File: src/design/gsc_pkg.sv
// shared constants, state codes and store command types for the connectivity check
package gsc_pkg;

   localparam int NODES  = 1024;
   localparam int EDGES  = 8192;
   localparam int NODE_W = $clog2(NODES);
   localparam int EDGE_W = $clog2(EDGES);
   localparam int PTR_W  = EDGE_W + 1;
   localparam int CNT_W  = NODE_W + 1;

   localparam logic [PTR_W-1:0] EMPTY_MARK = PTR_W'(EDGES);
   localparam logic [CNT_W-1:0] NODE_LIMIT = CNT_W'(NODES);

   localparam logic MODE_ADD  = 1'b0;
   localparam logic MODE_EVAL = 1'b1;

   typedef enum logic [14:0] {
      ST_CLEAR   = 15'h0001,
      ST_IDLE    = 15'h0002,
      ST_LOAD    = 15'h0004,
      ST_ROOT    = 15'h0008,
      ST_ROOT2   = 15'h0010,
      ST_EDGE    = 15'h0020,
      ST_EDGE2   = 15'h0040,
      ST_EDGE3   = 15'h0080,
      ST_POP     = 15'h0100,
      ST_SCC     = 15'h0200,
      ST_SCC2    = 15'h0400,
      ST_PARENT  = 15'h0800,
      ST_PARENT2 = 15'h1000,
      ST_PARENT3 = 15'h2000,
      ST_DONE    = 15'h4000
   } state_type;

   typedef struct packed {
      logic              head_we;
      logic [NODE_W-1:0] head_waddr;
      logic [PTR_W-1:0]  head_wdata;
      logic [NODE_W-1:0] head_raddr;
      logic              edge_we;
      logic [EDGE_W-1:0] edge_waddr;
      logic [PTR_W-1:0]  next_wdata;
      logic [NODE_W-1:0] tgt_wdata;
      logic [EDGE_W-1:0] edge_raddr;
   } es_cmd_type;

   typedef struct packed {
      logic [PTR_W-1:0]  head;
      logic [PTR_W-1:0]  next;
      logic [NODE_W-1:0] tgt;
   } es_rd_type;

   typedef struct packed {
      logic              visit_we;
      logic [NODE_W-1:0] visit_waddr;
      logic [CNT_W-1:0]  visit_wdata;
      logic [NODE_W-1:0] visit_raddr;
      logic              low_we;
      logic [NODE_W-1:0] low_waddr;
      logic [CNT_W-1:0]  low_wdata;
      logic [NODE_W-1:0] low_raddr;
      logic              onstk_we;
      logic [NODE_W-1:0] onstk_waddr;
      logic              onstk_wdata;
      logic [NODE_W-1:0] onstk_raddr;
      logic              nstk_we;
      logic [NODE_W-1:0] nstk_waddr;
      logic [NODE_W-1:0] nstk_wdata;
      logic [NODE_W-1:0] nstk_raddr;
      logic              frame_we;
      logic [NODE_W-1:0] frame_waddr;
      logic [NODE_W-1:0] frame_node;
      logic [PTR_W-1:0]  frame_edge;
      logic [NODE_W-1:0] frame_raddr;
   } ws_cmd_type;

   typedef struct packed {
      logic [CNT_W-1:0]  visit;
      logic [CNT_W-1:0]  low;
      logic              onstk;
      logic [NODE_W-1:0] nstk;
      logic [NODE_W-1:0] fnode;
      logic [PTR_W-1:0]  fedge;
   } ws_rd_type;

endpackage

File: src/design/gsc_ctrl.sv
// sequencer: edge loading, iterative component search, clearing sweep and result register
module gsc_ctrl import gsc_pkg::*; (
   input  logic             clock,
   input  logic             reset,
   input  logic             csr_valid,
   input  logic [CNT_W-1:0] csr_data,
   input  logic             req_valid,
   output logic             req_ready,
   input  logic             req_mode,
   input  logic [CNT_W-1:0] req_from,
   input  logic [CNT_W-1:0] req_to,
   output logic             rsp_valid,
   input  logic             rsp_ready,
   output logic             rsp_all,
   output logic [CNT_W-1:0] rsp_count,
   output logic             rsp_dropped,
   output es_cmd_type       es_cmd,
   input  es_rd_type        es_rd,
   output ws_cmd_type       ws_cmd,
   input  ws_rd_type        ws_rd
);

   state_type         state_ff, state_in;
   logic [CNT_W-1:0]  ncnt_ff, ncnt_in;
   logic [NODE_W-1:0] clr_ff, clr_in;
   logic [CNT_W-1:0]  a_ff, a_in, b_ff, b_in;
   logic [PTR_W-1:0]  total_ff, total_in;
   logic              ovf_ff, ovf_in;
   logic [CNT_W-1:0]  r_ff, r_in, stamp_ff, stamp_in, sp_ff, sp_in, fp_ff, fp_in;
   logic [CNT_W-1:0]  comps_ff, comps_in;
   logic [NODE_W-1:0] u_ff, u_in, v_ff, v_in;
   logic [PTR_W-1:0]  e_ff, e_in;
   logic [CNT_W-1:0]  lowu_ff, lowu_in, visu_ff, visu_in, clow_ff, clow_in;
   logic              rsp_valid_ff, rsp_valid_in, rsp_all_ff, rsp_all_in;
   logic              rsp_drop_ff, rsp_drop_in;
   logic [CNT_W-1:0]  rsp_count_ff, rsp_count_in;

   logic [CNT_W-1:0]  nuse, stamp_p1, sp_m1, fp_m1;
   logic              load_ok, push_en;
   logic [NODE_W-1:0] push_node;
   logic [PTR_W-1:0]  push_head;

   assign nuse     = (ncnt_ff > NODE_LIMIT) ? NODE_LIMIT : ncnt_ff;
   assign stamp_p1 = stamp_ff + CNT_W'(1);
   assign sp_m1    = sp_ff - CNT_W'(1);
   assign fp_m1    = fp_ff - CNT_W'(1);
   assign load_ok  = (a_ff != '0) && (a_ff <= nuse) && (b_ff != '0) && (b_ff <= nuse)
                     && !total_ff[PTR_W-1];

   assign req_ready   = (state_ff == ST_IDLE);
   assign rsp_valid   = rsp_valid_ff;
   assign rsp_all     = rsp_all_ff;
   assign rsp_count   = rsp_count_ff;
   assign rsp_dropped = rsp_drop_ff;

   always_comb begin
      state_in = state_ff;
      ncnt_in  = csr_valid ? csr_data : ncnt_ff;
      clr_in   = clr_ff;
      a_in     = a_ff;
      b_in     = b_ff;
      total_in = total_ff;
      ovf_in   = ovf_ff;
      r_in     = r_ff;
      stamp_in = stamp_ff;
      sp_in    = sp_ff;
      fp_in    = fp_ff;
      comps_in = comps_ff;
      u_in     = u_ff;
      v_in     = v_ff;
      e_in     = e_ff;
      lowu_in  = lowu_ff;
      visu_in  = visu_ff;
      clow_in  = clow_ff;
      rsp_valid_in = (rsp_valid_ff && rsp_ready) ? 1'b0 : rsp_valid_ff;
      rsp_all_in   = rsp_all_ff;
      rsp_count_in = rsp_count_ff;
      rsp_drop_in  = rsp_drop_ff;
      es_cmd    = '0;
      ws_cmd    = '0;
      push_en   = 1'b0;
      push_node = '0;
      push_head = '0;

      unique case (state_ff)
         ST_CLEAR: begin
            es_cmd.head_we    = 1'b1;
            es_cmd.head_waddr = clr_ff;
            es_cmd.head_wdata = EMPTY_MARK;
            ws_cmd.visit_we    = 1'b1;
            ws_cmd.visit_waddr = clr_ff;
            ws_cmd.onstk_we    = 1'b1;
            ws_cmd.onstk_waddr = clr_ff;
            clr_in = clr_ff + NODE_W'(1);
            if (clr_ff == NODE_W'(NODES - 1)) begin
               state_in = ST_IDLE;
            end
         end
         ST_IDLE: begin
            es_cmd.head_raddr = NODE_W'(req_from - CNT_W'(1));
            if (req_valid) begin
               if (req_mode == MODE_EVAL) begin
                  r_in     = '0;
                  stamp_in = '0;
                  sp_in    = '0;
                  fp_in    = '0;
                  comps_in = '0;
                  state_in = ST_ROOT;
               end else begin
                  a_in     = req_from;
                  b_in     = req_to;
                  state_in = ST_LOAD;
               end
            end
         end
         ST_LOAD: begin
            if (load_ok) begin
               es_cmd.edge_we    = 1'b1;
               es_cmd.edge_waddr = total_ff[EDGE_W-1:0];
               es_cmd.next_wdata = es_rd.head;
               es_cmd.tgt_wdata  = NODE_W'(b_ff - CNT_W'(1));
               es_cmd.head_we    = 1'b1;
               es_cmd.head_waddr = NODE_W'(a_ff - CNT_W'(1));
               es_cmd.head_wdata = total_ff;
               total_in = total_ff + PTR_W'(1);
            end else begin
               ovf_in = 1'b1;
            end
            state_in = ST_IDLE;
         end
         ST_ROOT: begin
            ws_cmd.visit_raddr = r_ff[NODE_W-1:0];
            es_cmd.head_raddr  = r_ff[NODE_W-1:0];
            state_in = (r_ff == nuse) ? ST_DONE : ST_ROOT2;
         end
         ST_ROOT2: begin
            if (ws_rd.visit != '0) begin
               r_in     = r_ff + CNT_W'(1);
               state_in = ST_ROOT;
            end else begin
               push_en   = 1'b1;
               push_node = r_ff[NODE_W-1:0];
               push_head = es_rd.head;
            end
         end
         ST_EDGE: begin
            es_cmd.edge_raddr = e_ff[EDGE_W-1:0];
            state_in = e_ff[PTR_W-1] ? ST_POP : ST_EDGE2;
         end
         ST_EDGE2: begin
            // keep the top frame and its low link current in memory before any descent
            e_in = es_rd.next;
            ws_cmd.low_we      = 1'b1;
            ws_cmd.low_waddr   = u_ff;
            ws_cmd.low_wdata   = lowu_ff;
            ws_cmd.frame_we    = 1'b1;
            ws_cmd.frame_waddr = fp_m1[NODE_W-1:0];
            ws_cmd.frame_node  = u_ff;
            ws_cmd.frame_edge  = es_rd.next;
            ws_cmd.visit_raddr = es_rd.tgt;
            ws_cmd.onstk_raddr = es_rd.tgt;
            es_cmd.head_raddr  = es_rd.tgt;
            v_in = es_rd.tgt;
            state_in = ({1'b0, es_rd.tgt} >= nuse) ? ST_EDGE : ST_EDGE3;
         end
         ST_EDGE3: begin
            if (ws_rd.visit == '0) begin
               push_en   = 1'b1;
               push_node = v_ff;
               push_head = es_rd.head;
            end else begin
               if (ws_rd.onstk && (ws_rd.visit < lowu_ff)) begin
                  lowu_in = ws_rd.visit;
               end
               state_in = ST_EDGE;
            end
         end
         ST_POP: begin
            fp_in   = fp_m1;
            clow_in = lowu_ff;
            state_in = (lowu_ff == visu_ff) ? ST_SCC : ST_PARENT;
         end
         ST_SCC: begin
            ws_cmd.nstk_raddr = sp_m1[NODE_W-1:0];
            state_in = ST_SCC2;
         end
         ST_SCC2: begin
            ws_cmd.onstk_we    = 1'b1;
            ws_cmd.onstk_waddr = ws_rd.nstk;
            sp_in = sp_m1;
            if ((ws_rd.nstk != u_ff) && (sp_m1 != '0)) begin
               state_in = ST_SCC;
            end else begin
               comps_in = comps_ff + CNT_W'(1);
               state_in = ST_PARENT;
            end
         end
         ST_PARENT: begin
            ws_cmd.frame_raddr = fp_m1[NODE_W-1:0];
            state_in = (fp_ff == '0) ? ST_ROOT : ST_PARENT2;
         end
         ST_PARENT2: begin
            u_in = ws_rd.fnode;
            e_in = ws_rd.fedge;
            ws_cmd.low_raddr   = ws_rd.fnode;
            ws_cmd.visit_raddr = ws_rd.fnode;
            state_in = ST_PARENT3;
         end
         ST_PARENT3: begin
            lowu_in  = (clow_ff < ws_rd.low) ? clow_ff : ws_rd.low;
            visu_in  = ws_rd.visit;
            state_in = ST_EDGE;
         end
         ST_DONE: begin
            if (!rsp_valid_ff || rsp_ready) begin
               rsp_valid_in = 1'b1;
               rsp_all_in   = (comps_ff == CNT_W'(1));
               rsp_count_in = comps_ff;
               rsp_drop_in  = ovf_ff;
               ovf_in   = 1'b0;
               total_in = '0;
               clr_in   = '0;
               state_in = ST_CLEAR;
            end
         end
         default: begin
            state_in = ST_CLEAR;
         end
      endcase

      // new discovery: number it, stack it and open a walk frame
      if (push_en) begin
         ws_cmd.visit_we    = 1'b1;
         ws_cmd.visit_waddr = push_node;
         ws_cmd.visit_wdata = stamp_p1;
         ws_cmd.low_we      = 1'b1;
         ws_cmd.low_waddr   = push_node;
         ws_cmd.low_wdata   = stamp_p1;
         ws_cmd.onstk_we    = 1'b1;
         ws_cmd.onstk_waddr = push_node;
         ws_cmd.onstk_wdata = 1'b1;
         ws_cmd.nstk_we     = 1'b1;
         ws_cmd.nstk_waddr  = sp_ff[NODE_W-1:0];
         ws_cmd.nstk_wdata  = push_node;
         ws_cmd.frame_we    = 1'b1;
         ws_cmd.frame_waddr = fp_ff[NODE_W-1:0];
         ws_cmd.frame_node  = push_node;
         ws_cmd.frame_edge  = push_head;
         stamp_in = stamp_p1;
         sp_in    = sp_ff + CNT_W'(1);
         fp_in    = fp_ff + CNT_W'(1);
         u_in     = push_node;
         e_in     = push_head;
         lowu_in  = stamp_p1;
         visu_in  = stamp_p1;
         state_in = ST_EDGE;
      end
   end

   always_ff @(posedge clock) begin
      if (reset) begin
         state_ff     <= ST_CLEAR;
         ncnt_ff      <= CNT_W'(1);
         clr_ff       <= '0;
         total_ff     <= '0;
         ovf_ff       <= 1'b0;
         rsp_valid_ff <= 1'b0;
      end else begin
         state_ff     <= state_in;
         ncnt_ff      <= ncnt_in;
         clr_ff       <= clr_in;
         total_ff     <= total_in;
         ovf_ff       <= ovf_in;
         rsp_valid_ff <= rsp_valid_in;
      end
   end

   always_ff @(posedge clock) begin
      a_ff         <= a_in;
      b_ff         <= b_in;
      r_ff         <= r_in;
      stamp_ff     <= stamp_in;
      sp_ff        <= sp_in;
      fp_ff        <= fp_in;
      comps_ff     <= comps_in;
      u_ff         <= u_in;
      v_ff         <= v_in;
      e_ff         <= e_in;
      lowu_ff      <= lowu_in;
      visu_ff      <= visu_in;
      clow_ff      <= clow_in;
      rsp_all_ff   <= rsp_all_in;
      rsp_count_ff <= rsp_count_in;
      rsp_drop_ff  <= rsp_drop_in;
   end

endmodule

File: config.mk
export PLATFORM = sky130hd
export DESIGN_NAME = gsc_ctrl
export DESIGN_NICKNAME = d
export VERILOG_FILES = /design/src/design/gsc_pkg.sv /design/src/design/gsc_ctrl.sv
export SDC_FILE = /design/constraint.sdc
export NUM_CORES = 1
export LEC_CHECK = 0
export BUFFER_PORTS_ARGS = -buffer_cell sky130_fd_sc_hd__buf_2
export CORE_MARGIN = 2
export CORE_UTILIZATION = 53
export CTS_BUF_LIST = sky130_fd_sc_hd__clkbuf_16
export CTS_CLUSTER_DIAMETER = 100
export CTS_CLUSTER_SIZE = 14
export DETAILED_ROUTE_END_ITERATION = 8
export MAX_ROUTING_LAYER = met4
export PLACE_DENSITY = 0.84
export SLEW_MARGIN = 10
export SYNTH_ARGS = -nofsm -noshare
export SYNTH_HDL_FRONTEND = slang
export SYNTH_SLANG_ARGS = --single-unit
export TNS_END_PERCENT = 10
File: constraint.sdc
create_clock -name clock -period 4.4 [get_ports clock]
set_clock_uncertainty 0.15 [all_clocks]
set_input_delay 0 -clock clock [delete_from_list [all_inputs] [get_ports clock]]
set_output_delay 0 -clock clock [all_outputs]
set_load 0.01 [all_outputs]
# After elaboration in Yosys (flattened, before gate mapping)
# Index checks and enable logic that the tools add are counted.
[word_totals] regBits=209 input_bits=134 out_inout_bits=263 wordCells=199
[classes] add_sub_neg=12 order_cmp=6 eq_ne=36 mux=78 n_bitwise=1 n_reduce_logical=43
[ops] op="15-bit case mux with 15 select lines" count=1
[ops] op="11-bit two-way mux" count=16
[ops] op="11-bit case mux with 2 select lines" count=6
[ops] op="10-bit two-way mux" count=9
[ops] op="15-bit two-way mux" count=6
[ops] op="14-bit case mux with 2 select lines" count=3
[ops] op="38-bit two-way mux" count=2
[ops] op="14-bit two-way mux" count=5
[ops] op="35-bit two-way mux" count=2
[ops] op="22-bit two-way mux" count=3
[ops] op="10-bit case mux with 3 select lines" count=2
[ops] op="11-bit by 1-bit adder with 11-bit output (second input constant)" count=5
[ops] op="25-bit case mux with 2 select lines" count=1
[ops] op="11-bit nonzero test" count=4
[ops] op="10-bit case mux with 2 select lines" count=2
[ops] op="12-bit two-way mux" count=3
[ops] op="10-bit by 1-bit subtractor with 10-bit output (second input constant)" count=3
[ops] op="13-bit two-way mux" count=2
[ops] op="25-bit two-way mux" count=1
[ops] op="11-bit equality test" count=2
[ops] op="11-bit <= comparator" count=2
[ops] op="11-bit logical NOT" count=2
[ops] op="11-bit less-than comparator" count=2
[ops] op="11-bit by 1-bit subtractor with 11-bit output (second input constant)" count=2
[ops] op="other kinds (45)" count=90

# Depth between registers and ports, before layout
# Gate-level depths: netlist (run 1).
[depth] ltp_word=9 ltp_mapped=14 mapped_depth_nobuf=11

# Worst setup path after synthesis (run 1)
# No wires, ideal clock.
[synth_path] path_kind="reg2reg" from="register state_ff[6]" to="register lowu_ff[0] (enable)" setup_ns=0.412 arrival_time_ns=2.775 required_ns=3.838 setup_slack_ns=1.063 stages_incl_launch_ff=6 path_buffers=1 synth_period_minus_slack_ns=3.337 path_cell_list="dfxtp_1 nor4_2 nand3_1 or4b_1 clkbuf_1 o41ai_1"
[synth_via] elab_chain_cells=4 elab_cells_between_ends=8 cone_classes="eq/ne (5); mux (1); reduce/logical (2)"
[synth_rtl] element="start: declaration" line="gsc_ctrl.sv:23" text="state_type state_ff, state_in;"
[synth_rtl] element="start signal: assignment" line="gsc_ctrl.sv:269" text="state_ff <= state_in;"
[synth_rtl] element="15-bit by 8-bit equality test with 1-bit output / 15-bit by 5-bit equality test with 1-bit output (equally long branches)" line="gsc_ctrl.sv:85" text="unique case (state_ff)"
[synth_rtl] element="1-bit case mux with 2 select lines" line="gsc_ctrl.sv:85"
[synth_rtl] element="3-bit != test (no source line) / 3-bit nonzero test (equally long branches)"
[synth_rtl] element="3-bit AND reduction (no source line) *"
[synth_rtl] element="end signal: assignment" line="gsc_ctrl.sv:289" text="lowu_ff <= lowu_in;"
[synth_rtl] element="end: declaration" line="gsc_ctrl.sv:33" text="logic [CNT_W-1:0] lowu_ff, lowu_in, visu_ff, visu_in, clow_ff, clow_in;"
# Mark *: on every way between the ends. The rest lies on a longest branch, timed or not.
# A chain may end at the register's enable or synchronous reset.

==> results of run 1 <==
state kept, by name, summed over array words and instances, names as in the netlist, 11 cells and up:
register,cells
lowu_ff,11
state_ff,15
ncnt_ff,11
stamp_ff,11
e_ff,14
total_ff,14
r_ff,11
clow_ff,11
fp_ff,11
rsp_count,11
sp_ff,11
a_ff,11
visu_ff,11
b_ff,11
comps_ff,11
final cells by class:
class                           instances  area share (%)
Multi-Input combinational cell       1124            40.8
Timing Repair Buffer                  545            19.6
Clock inverter                         14           0.371
Clock buffer                           18            2.57
Inverter                               65            1.39
Sequential cell                       209            32.8
Antenna cell                            1          0.0143
Tap cell                              330            2.36
what timing repair did:
action / in CTS / in global routing
hold buffers: 131 / 0
hold endpoints to repair: 138 / 0
buffers inserted: 0 / 0
resized for setup: 0 / 0
per-layer routing:
layer / track usage (%) / part of all wire (%)
met1: 42.6 / 38
met3: 6.49 / 9.6
met2: 57.7 / 47
met4: 15.2 / 4.7
met5: - / 0
power by group through the flow:
stage               clock, µW  combinational, µW  sequential (µW)
global placement            0                608             2210
detailed placement          0                621             2220
CTS                      1480                716             2170
finish                   1490                743             2170
global route             1570                804             2180
floorplan                   0                367             2200
kinds of logic (layout without fill, tap and decap cells):
kind of cell	Yosys count	count (layout)
multiplexers	31	31
other	0	1
buffers and inverters	155	642
AND/OR/NAND/NOR	622	622
flip-flops	209	209
XOR/XNOR	100	100
adder cells (fa/ha/maj)	67	67
AO/OA/AOI/OAI	304	304
stage by stage:
stage	util (%)	hold WS, ns	std cells	power [µW]	area [µm²]
CTS	69.6	0.0417	2305	4370	17500
floorplan	-	-0.0710	1488	2570	13600
detailed placement	62.3	0.0283	2142	2840	15700
global route	69.6	0.0672	2306	4550	17500
finish	69.6	0.0676	2306	4410	17500
global placement	62.3	0.0261	2142	2820	15700
critical path: cells and delay by family, from the launching register on:
| family | cells | cell delay, ns |
|---|---|---|
| simple gates | 4 | 1.06 |
| compound gates | 3 | 0.86 |
| buf+inv | 3 | 0.85 |
| flops | 1 | 0.39 |
| fa+ha+maj | 1 | 0.32 |
worst max-delay path by stage:
stage | from | to | cells after the start
finish | ncnt_ff[10] | es_cmd[78] | 11
global route | ncnt_ff[10] | es_cmd[78] | 11
CTS | ncnt_ff[10] | es_cmd[78] | 11
detailed placement | ncnt_ff[10] | total_ff[13] | 12
global placement | state_ff[6] | fp_ff[7] | 6
floorplan | state_ff[6] | lowu_ff[0] | 5
layout by cell type (no fill, tap or decap), types with 30 or more instances in the layout:
cell type and instances:
ha_1 67, dlygate4sd3_1 131, edfxtp_1 157, xor2_1 57
xnor2_1 43, dfxtp_1 52, inv_1 75, nand2_1 115
nor3_1 30, buf_2 396, nor2_1 176, a21o_1 46
a21oi_1 64, nand3_1 54, o22ai_1 31, o21ai_0 79
and2_1 82
==> results.md, run 1 <==
- Worst Hold Path Cells: 2
- Nets: 2164
- Post-Syn Area per Cell: just over 9 µm²
- Top cell type by total area after synthesis: edfxtp_1
- Worst Path Max Fanout: 25
- Synth cell count leaders: 177 x nor2_1, 157 x edfxtp_1, 115 x nand2_1
- Mux contribution to synthesized area: 2.31%
- Synth top area share: 34.8%
- Largest net degree at the start of global routing: 84
- Worst EP required: 4.25 ns
- Pre-CTS setup slack: 0.728 ns
- CP arrival: 4.00 ns
- Longest Clk Path Bufs: 3
- GRT overflow: 0
- RR Startpoint: state_ff[6]
- Pwr/cell area: ~250 nW/µm²
- Max-slew violations: 0
- Register area share after synthesis: a little over two fifths
- Ys Warns: 0
- Drt drc: 0
- Number of vias per cell: ~6.0
- Root buf cell: clkbuf_16
- Synth Area in Compound Gates: 14.3%
- Layout area overhead: 29.3%
- Synth Area in XOR/XNOR: between 6 and 7%
- Worst setup EP type: primary output
- Adder-Cell Fraction of Synth Area: between 6 and 7%
- Sequential share of power: 49.3%
- Die area: 26900 µm²
- Net count after synthesis: 1689
- Final hold vios: 0
- Vias in the first global route: between 10000 and 15000
- Share of cells above drive strength 1: 23.9%
- H-tree depth: 1
- Leakage power: 0.00805 µW
- Reg clk slew, reported paths: 0.07 ns
- Die height: approximately 160 µm
- DR pass1 iterations: 5
- R2R depth: 8
- CTS Sinks: 209
- Worst setup margin: around 0.25 ns
- Die width: ~160 µm
- Via Count: 13900
- Setup violators final: 0
- GRT Resource Usage Total: between 30% and 40%
- Sequential cell area: roughly 5800 µm²
- Fmax: 241 MHz
- Setup TNS: 0 ns
- Ranking of synthesized cells by area: edfxtp_1 35%, dfxtp_1 7.7%, ha_1 6.2%, nor2_1 4.9%, and2_1 3.8%
- Switching pwr: 1200 µW
- Hold path start: req_to[6]
- Slowest cell on crit path: or3_1
- Commonest register cell after synthesis: edfxtp_1
- FF+latch count, synth: around 210
- Worst vdd ir: 0.000277 V
- Worst path max stage delay: 0.54 ns
- Post-Route WL: 47.6 mm
- Rows: 58
- Routability congestion estimate: 1.01
- Clock share of power: 33.8%
- ANT nets after route: 0
- P_int: 3200 µW
- Reg-to-Reg End: state_ff[2]
- Worst hold path class: in2reg
- Worst slew margin: 32.3%
- Sw frac: a little over a quarter
- Initial core utilization: 53.8%
- First-pass GRT wire length: 71.8 mm
- Worst slew pin tran: between 1 and 1.5 ns
- # IOs: 397
- CTS tree: built
- Per-cell routed wire length: 20.6 µm
- Fin crit period: 4.15 ns
- Multi-input logic area: 7160 µm²
- Status: complete, no violations
- First DRT Iteration DRCs: 1420
- Initial antenna violation count: 1
- Comb power frac: ~17%
- # Max-Cap Violations: 0
- HPWL Detailed: 33.2 mm
- Largest family of logic cells by synthesized area: simple AND/OR/NAND/NOR gates
- Cell Area, Synth: 13600 µm²
- Clock Latency Late Sink: 0.51 ns
- Hold worst-path end: b_ff[6]
- Total CTS buffers: 18
- Setup slack, reg-to-reg: 0.48 ns
- IO buf count: 396
- Cell with the most instances after synthesis: nor2_1
- Synth Area in Simple Gates: 23.3%
- Synthesized instance count: 1488
- CP Class: reg2out
- Netlist cell types: 72
- Core Footprint: 25200 µm²
- Number of enable flip-flop cells after synthesis: approximately 160
- RSZ-0062 raised after global routing: no
- Ys async rst share: 0%
- Startpoint Class: flop
- Cell breakdown of the critical path: inv_1 > nand2_1 > ha_1 > and3_1 > a221o_1 > a211oi_1 > nor2_1 > or3_1 > buf_4 > o21ai_0 > buf_2
- Layout filler cell count: roughly 1900
- Part of the cycle the worst path needs: ~94%
Power figures use the tool's default switching activity.
==> run 2: changes to the inputs <==
--- a/config.mk
+++ b/config.mk
@@ -8,5 +8,5 @@
 export BUFFER_PORTS_ARGS = -buffer_cell sky130_fd_sc_hd__buf_2
 export CORE_MARGIN = 2
-export CORE_UTILIZATION = 53
+export CORE_UTILIZATION = 40
 export CTS_BUF_LIST = sky130_fd_sc_hd__clkbuf_16
 export CTS_CLUSTER_DIAMETER = 100
@@ -14,5 +14,5 @@
 export DETAILED_ROUTE_END_ITERATION = 8
 export MAX_ROUTING_LAYER = met4
-export PLACE_DENSITY = 0.84
+export PLACE_DENSITY = 0.67
 export SLEW_MARGIN = 10
 export SYNTH_ARGS = -nofsm -noshare
==> constraint.sdc (replaced) <==
create_clock -name clock -period 4.4 [get_ports clock]
set_clock_uncertainty 0.15 [all_clocks]
set_input_delay 0.88 -clock clock [delete_from_list [all_inputs] [get_ports clock]]
set_output_delay 0.88 -clock clock [all_outputs]
set_load 0.01 [all_outputs]
==> run 2 against run 1 <==
- cell count about the same
- non-clock buffer count decreased by 121
- sequential share of layout area increased by 2.0 points
- global-route usage decreased by 9.6 points
- setup slack got worse by 0.18 ns
==> results.md, run 2 (synthesis gave the netlist of run 1 again) <==
- Die area: 35400 µm²
- Leakage power: 0.00756 µW
- Hold path start: ovf_ff
- Clock share of power: about a third
- Largest reg by FF count: state_ff
- Via Count: 12800
- Sequential share of power: approximately 50%
- Root buf cell: clkbuf_16
- GRT Resource Usage Total: 25.6%
- Worst setup EP type: primary output
- Part of the cycle the worst path needs: 98.4%
- Number of vias per cell: 5.55
- Multi-input logic area: 7200 µm²
- Post-Route WL: 45.6 mm
- Per-cell routed wire length: 19.8 µm
- Comb power frac: 14.9%
- Vias in the first global route: 12200
- Placed inst area: 15900 µm²
- Switching pwr: about 1200 µW
- RSZ-0062 raised after global routing: yes
- Sw frac: a little over a quarter
- ANT nets after route: 0
- DR pass1 iterations: 5
- HPWL Detailed: 35.0 mm
- Crit path from: ncnt_ff[10]
- P_int: 3170 µW
- Worst slew margin: 33.2%
- RR Startpoint: state_ff[6]
- Startpoint Class: flop
- Initial antenna violation count: 1
- Biggest registers after layout: state_ff x15, e_ff x14, total_ff x14
- Worst slew pin tran: just under 1 ns
- Max reg flops: 15
- Longest Clk Path Bufs: 3
- Met3 GRT Util: 4.19%
- Reg clk slew, reported paths: 0.07 ns
- Fmax: 231 MHz
- Routability congestion estimate: 0.990
- Sequential cell area: 5760 µm²
- Setup violators final: 0
- Fin crit period: 4.33 ns
- CP Class: reg2out
- Status: complete, no violations
- # IOs: 397
- Worst vdd ir: approximately 0.00023 V
- Layout area overhead: 21.9%
- Rows: 67
- Drt drc: 0
- Met1 Use GR: 33.9%
- Total power: 4360 µW
- # Post-CTS Setup Buffers: 0
- CTS tree: built
- Pwr/cell area: roughly 260 nW/µm²
- Clock Latency Late Sink: 0.51 ns
- Share of cells above drive strength 1: between 20% and 30%
- Final hold vios: 0
- H-tree depth: 1
- Initial core utilization: between 40% and 50%
- GRT overflow: 0
- Nets: around 2000
- Final Instance Area: 16500 µm²
- Worst Path Max Fanout: 21
- First DRT Iteration DRCs: between 1000 and 1500
- Max-slew violations: 0
- Worst EP required: ~3.4 ns
- Die width: 188 µm
- Finished Layout Cells: approximately 2300
- Layer with the highest usage: met2
- Core Footprint: 33400 µm²
- CP arrival: 3.30 ns
- Die height: 188 µm
- Worst hold path class: reg2reg
- Final core occ: between 40% and 50%
- Total CTS buffers: 18
- Layout filler cell count: 3224
- # Max-Cap Violations: 0
- IO buf count: 396
- First-pass GRT wire length: 69.3 mm
- Met2 Track Usage GR: 40.9%
- CTS Sinks: between 200 and 250
- Dpl cells: ~2300
- Commonest cells after routing, fill and taps aside: 396 x buf_2, 175 x nor2_1, 157 x edfxtp_1
- Setup TNS: 0 ns
- Commonest non-fill, non-tap cell in the layout: buf_2
- Largest net degree at the start of global routing: 84
## run 2: changes by cell type in the layout (fill, tap and decap cells not counted), moves of 5 or more
cell | before | now
o21ai_1 | 4 | 9
dlygate4sd3_1 | 131 | 0
buf_4 | 17 | 25
o21ai_0 | 79 | 74
## run 2: what timing repair did
item                                    4_1_cts  5_1_grt
hold buffers                                  0        0
resized for setup                             4       14
endpoints found under the setup margin       59      101
## run 2: final timing paths
check / end / slack [ns] / cells past startpoint
hold reg to reg: rsp_dropped / 0.29 / 0
hold / removal: rsp_dropped / 0.29 / 0
setup / recovery: es_cmd[78] / 0.07 / 11
setup reg to reg: visu_ff[0] / 0.72 / 9
## run 2: worst max-delay path: stages (launching register included)
cell and delay, ns:
dfxtp_1 0.34, inv_4 0.13, nand2_1 0.15, ha_1 0.30, and3_1 0.21, a221o_1 0.33, a211oi_1 0.21, nor2_1 0.10
or3_1 0.41, buf_4 0.24, o21ai_1 0.20, buf_2 0.16
## run 2: area by class of cell
type,instances,area share [%]
Antenna cell,2,0.0303
Tap cell,448,3.39
Inverter,65,1.50
Clock inverter,13,0.295
Timing Repair Buffer,424,13.5
Clock buffer,19,2.88
Multi-Input combinational cell,1124,43.6
Sequential cell,209,34.8
## run 2: stage by stage
step	hold slack, ns	worst slack [ns]
floorplan	0.250	0.433
global route	0.309	-0.0286
detailed placement	0.273	0.314
global placement	0.262	0.406
finish	0.293	0.0722
CTS	0.290	0.00758
## run 2: metal layers
metal,part of all wire [%],wire (µm)
met3,8.4,3820
met5,0,0
met2,47,21300
met1,43,19500
met4,2.3,1040
## run 2: power by group through the flow
stage | Sequential, µW | Combinational (µW) | Clock [µW]
finish | 2180 | 651 | 1530
global route | 2180 | 720 | 1610
CTS | 2170 | 642 | 1550
detailed placement | 2220 | 637 | 0
global placement | 2220 | 626 | 0
floorplan | 2200 | 367 | 0
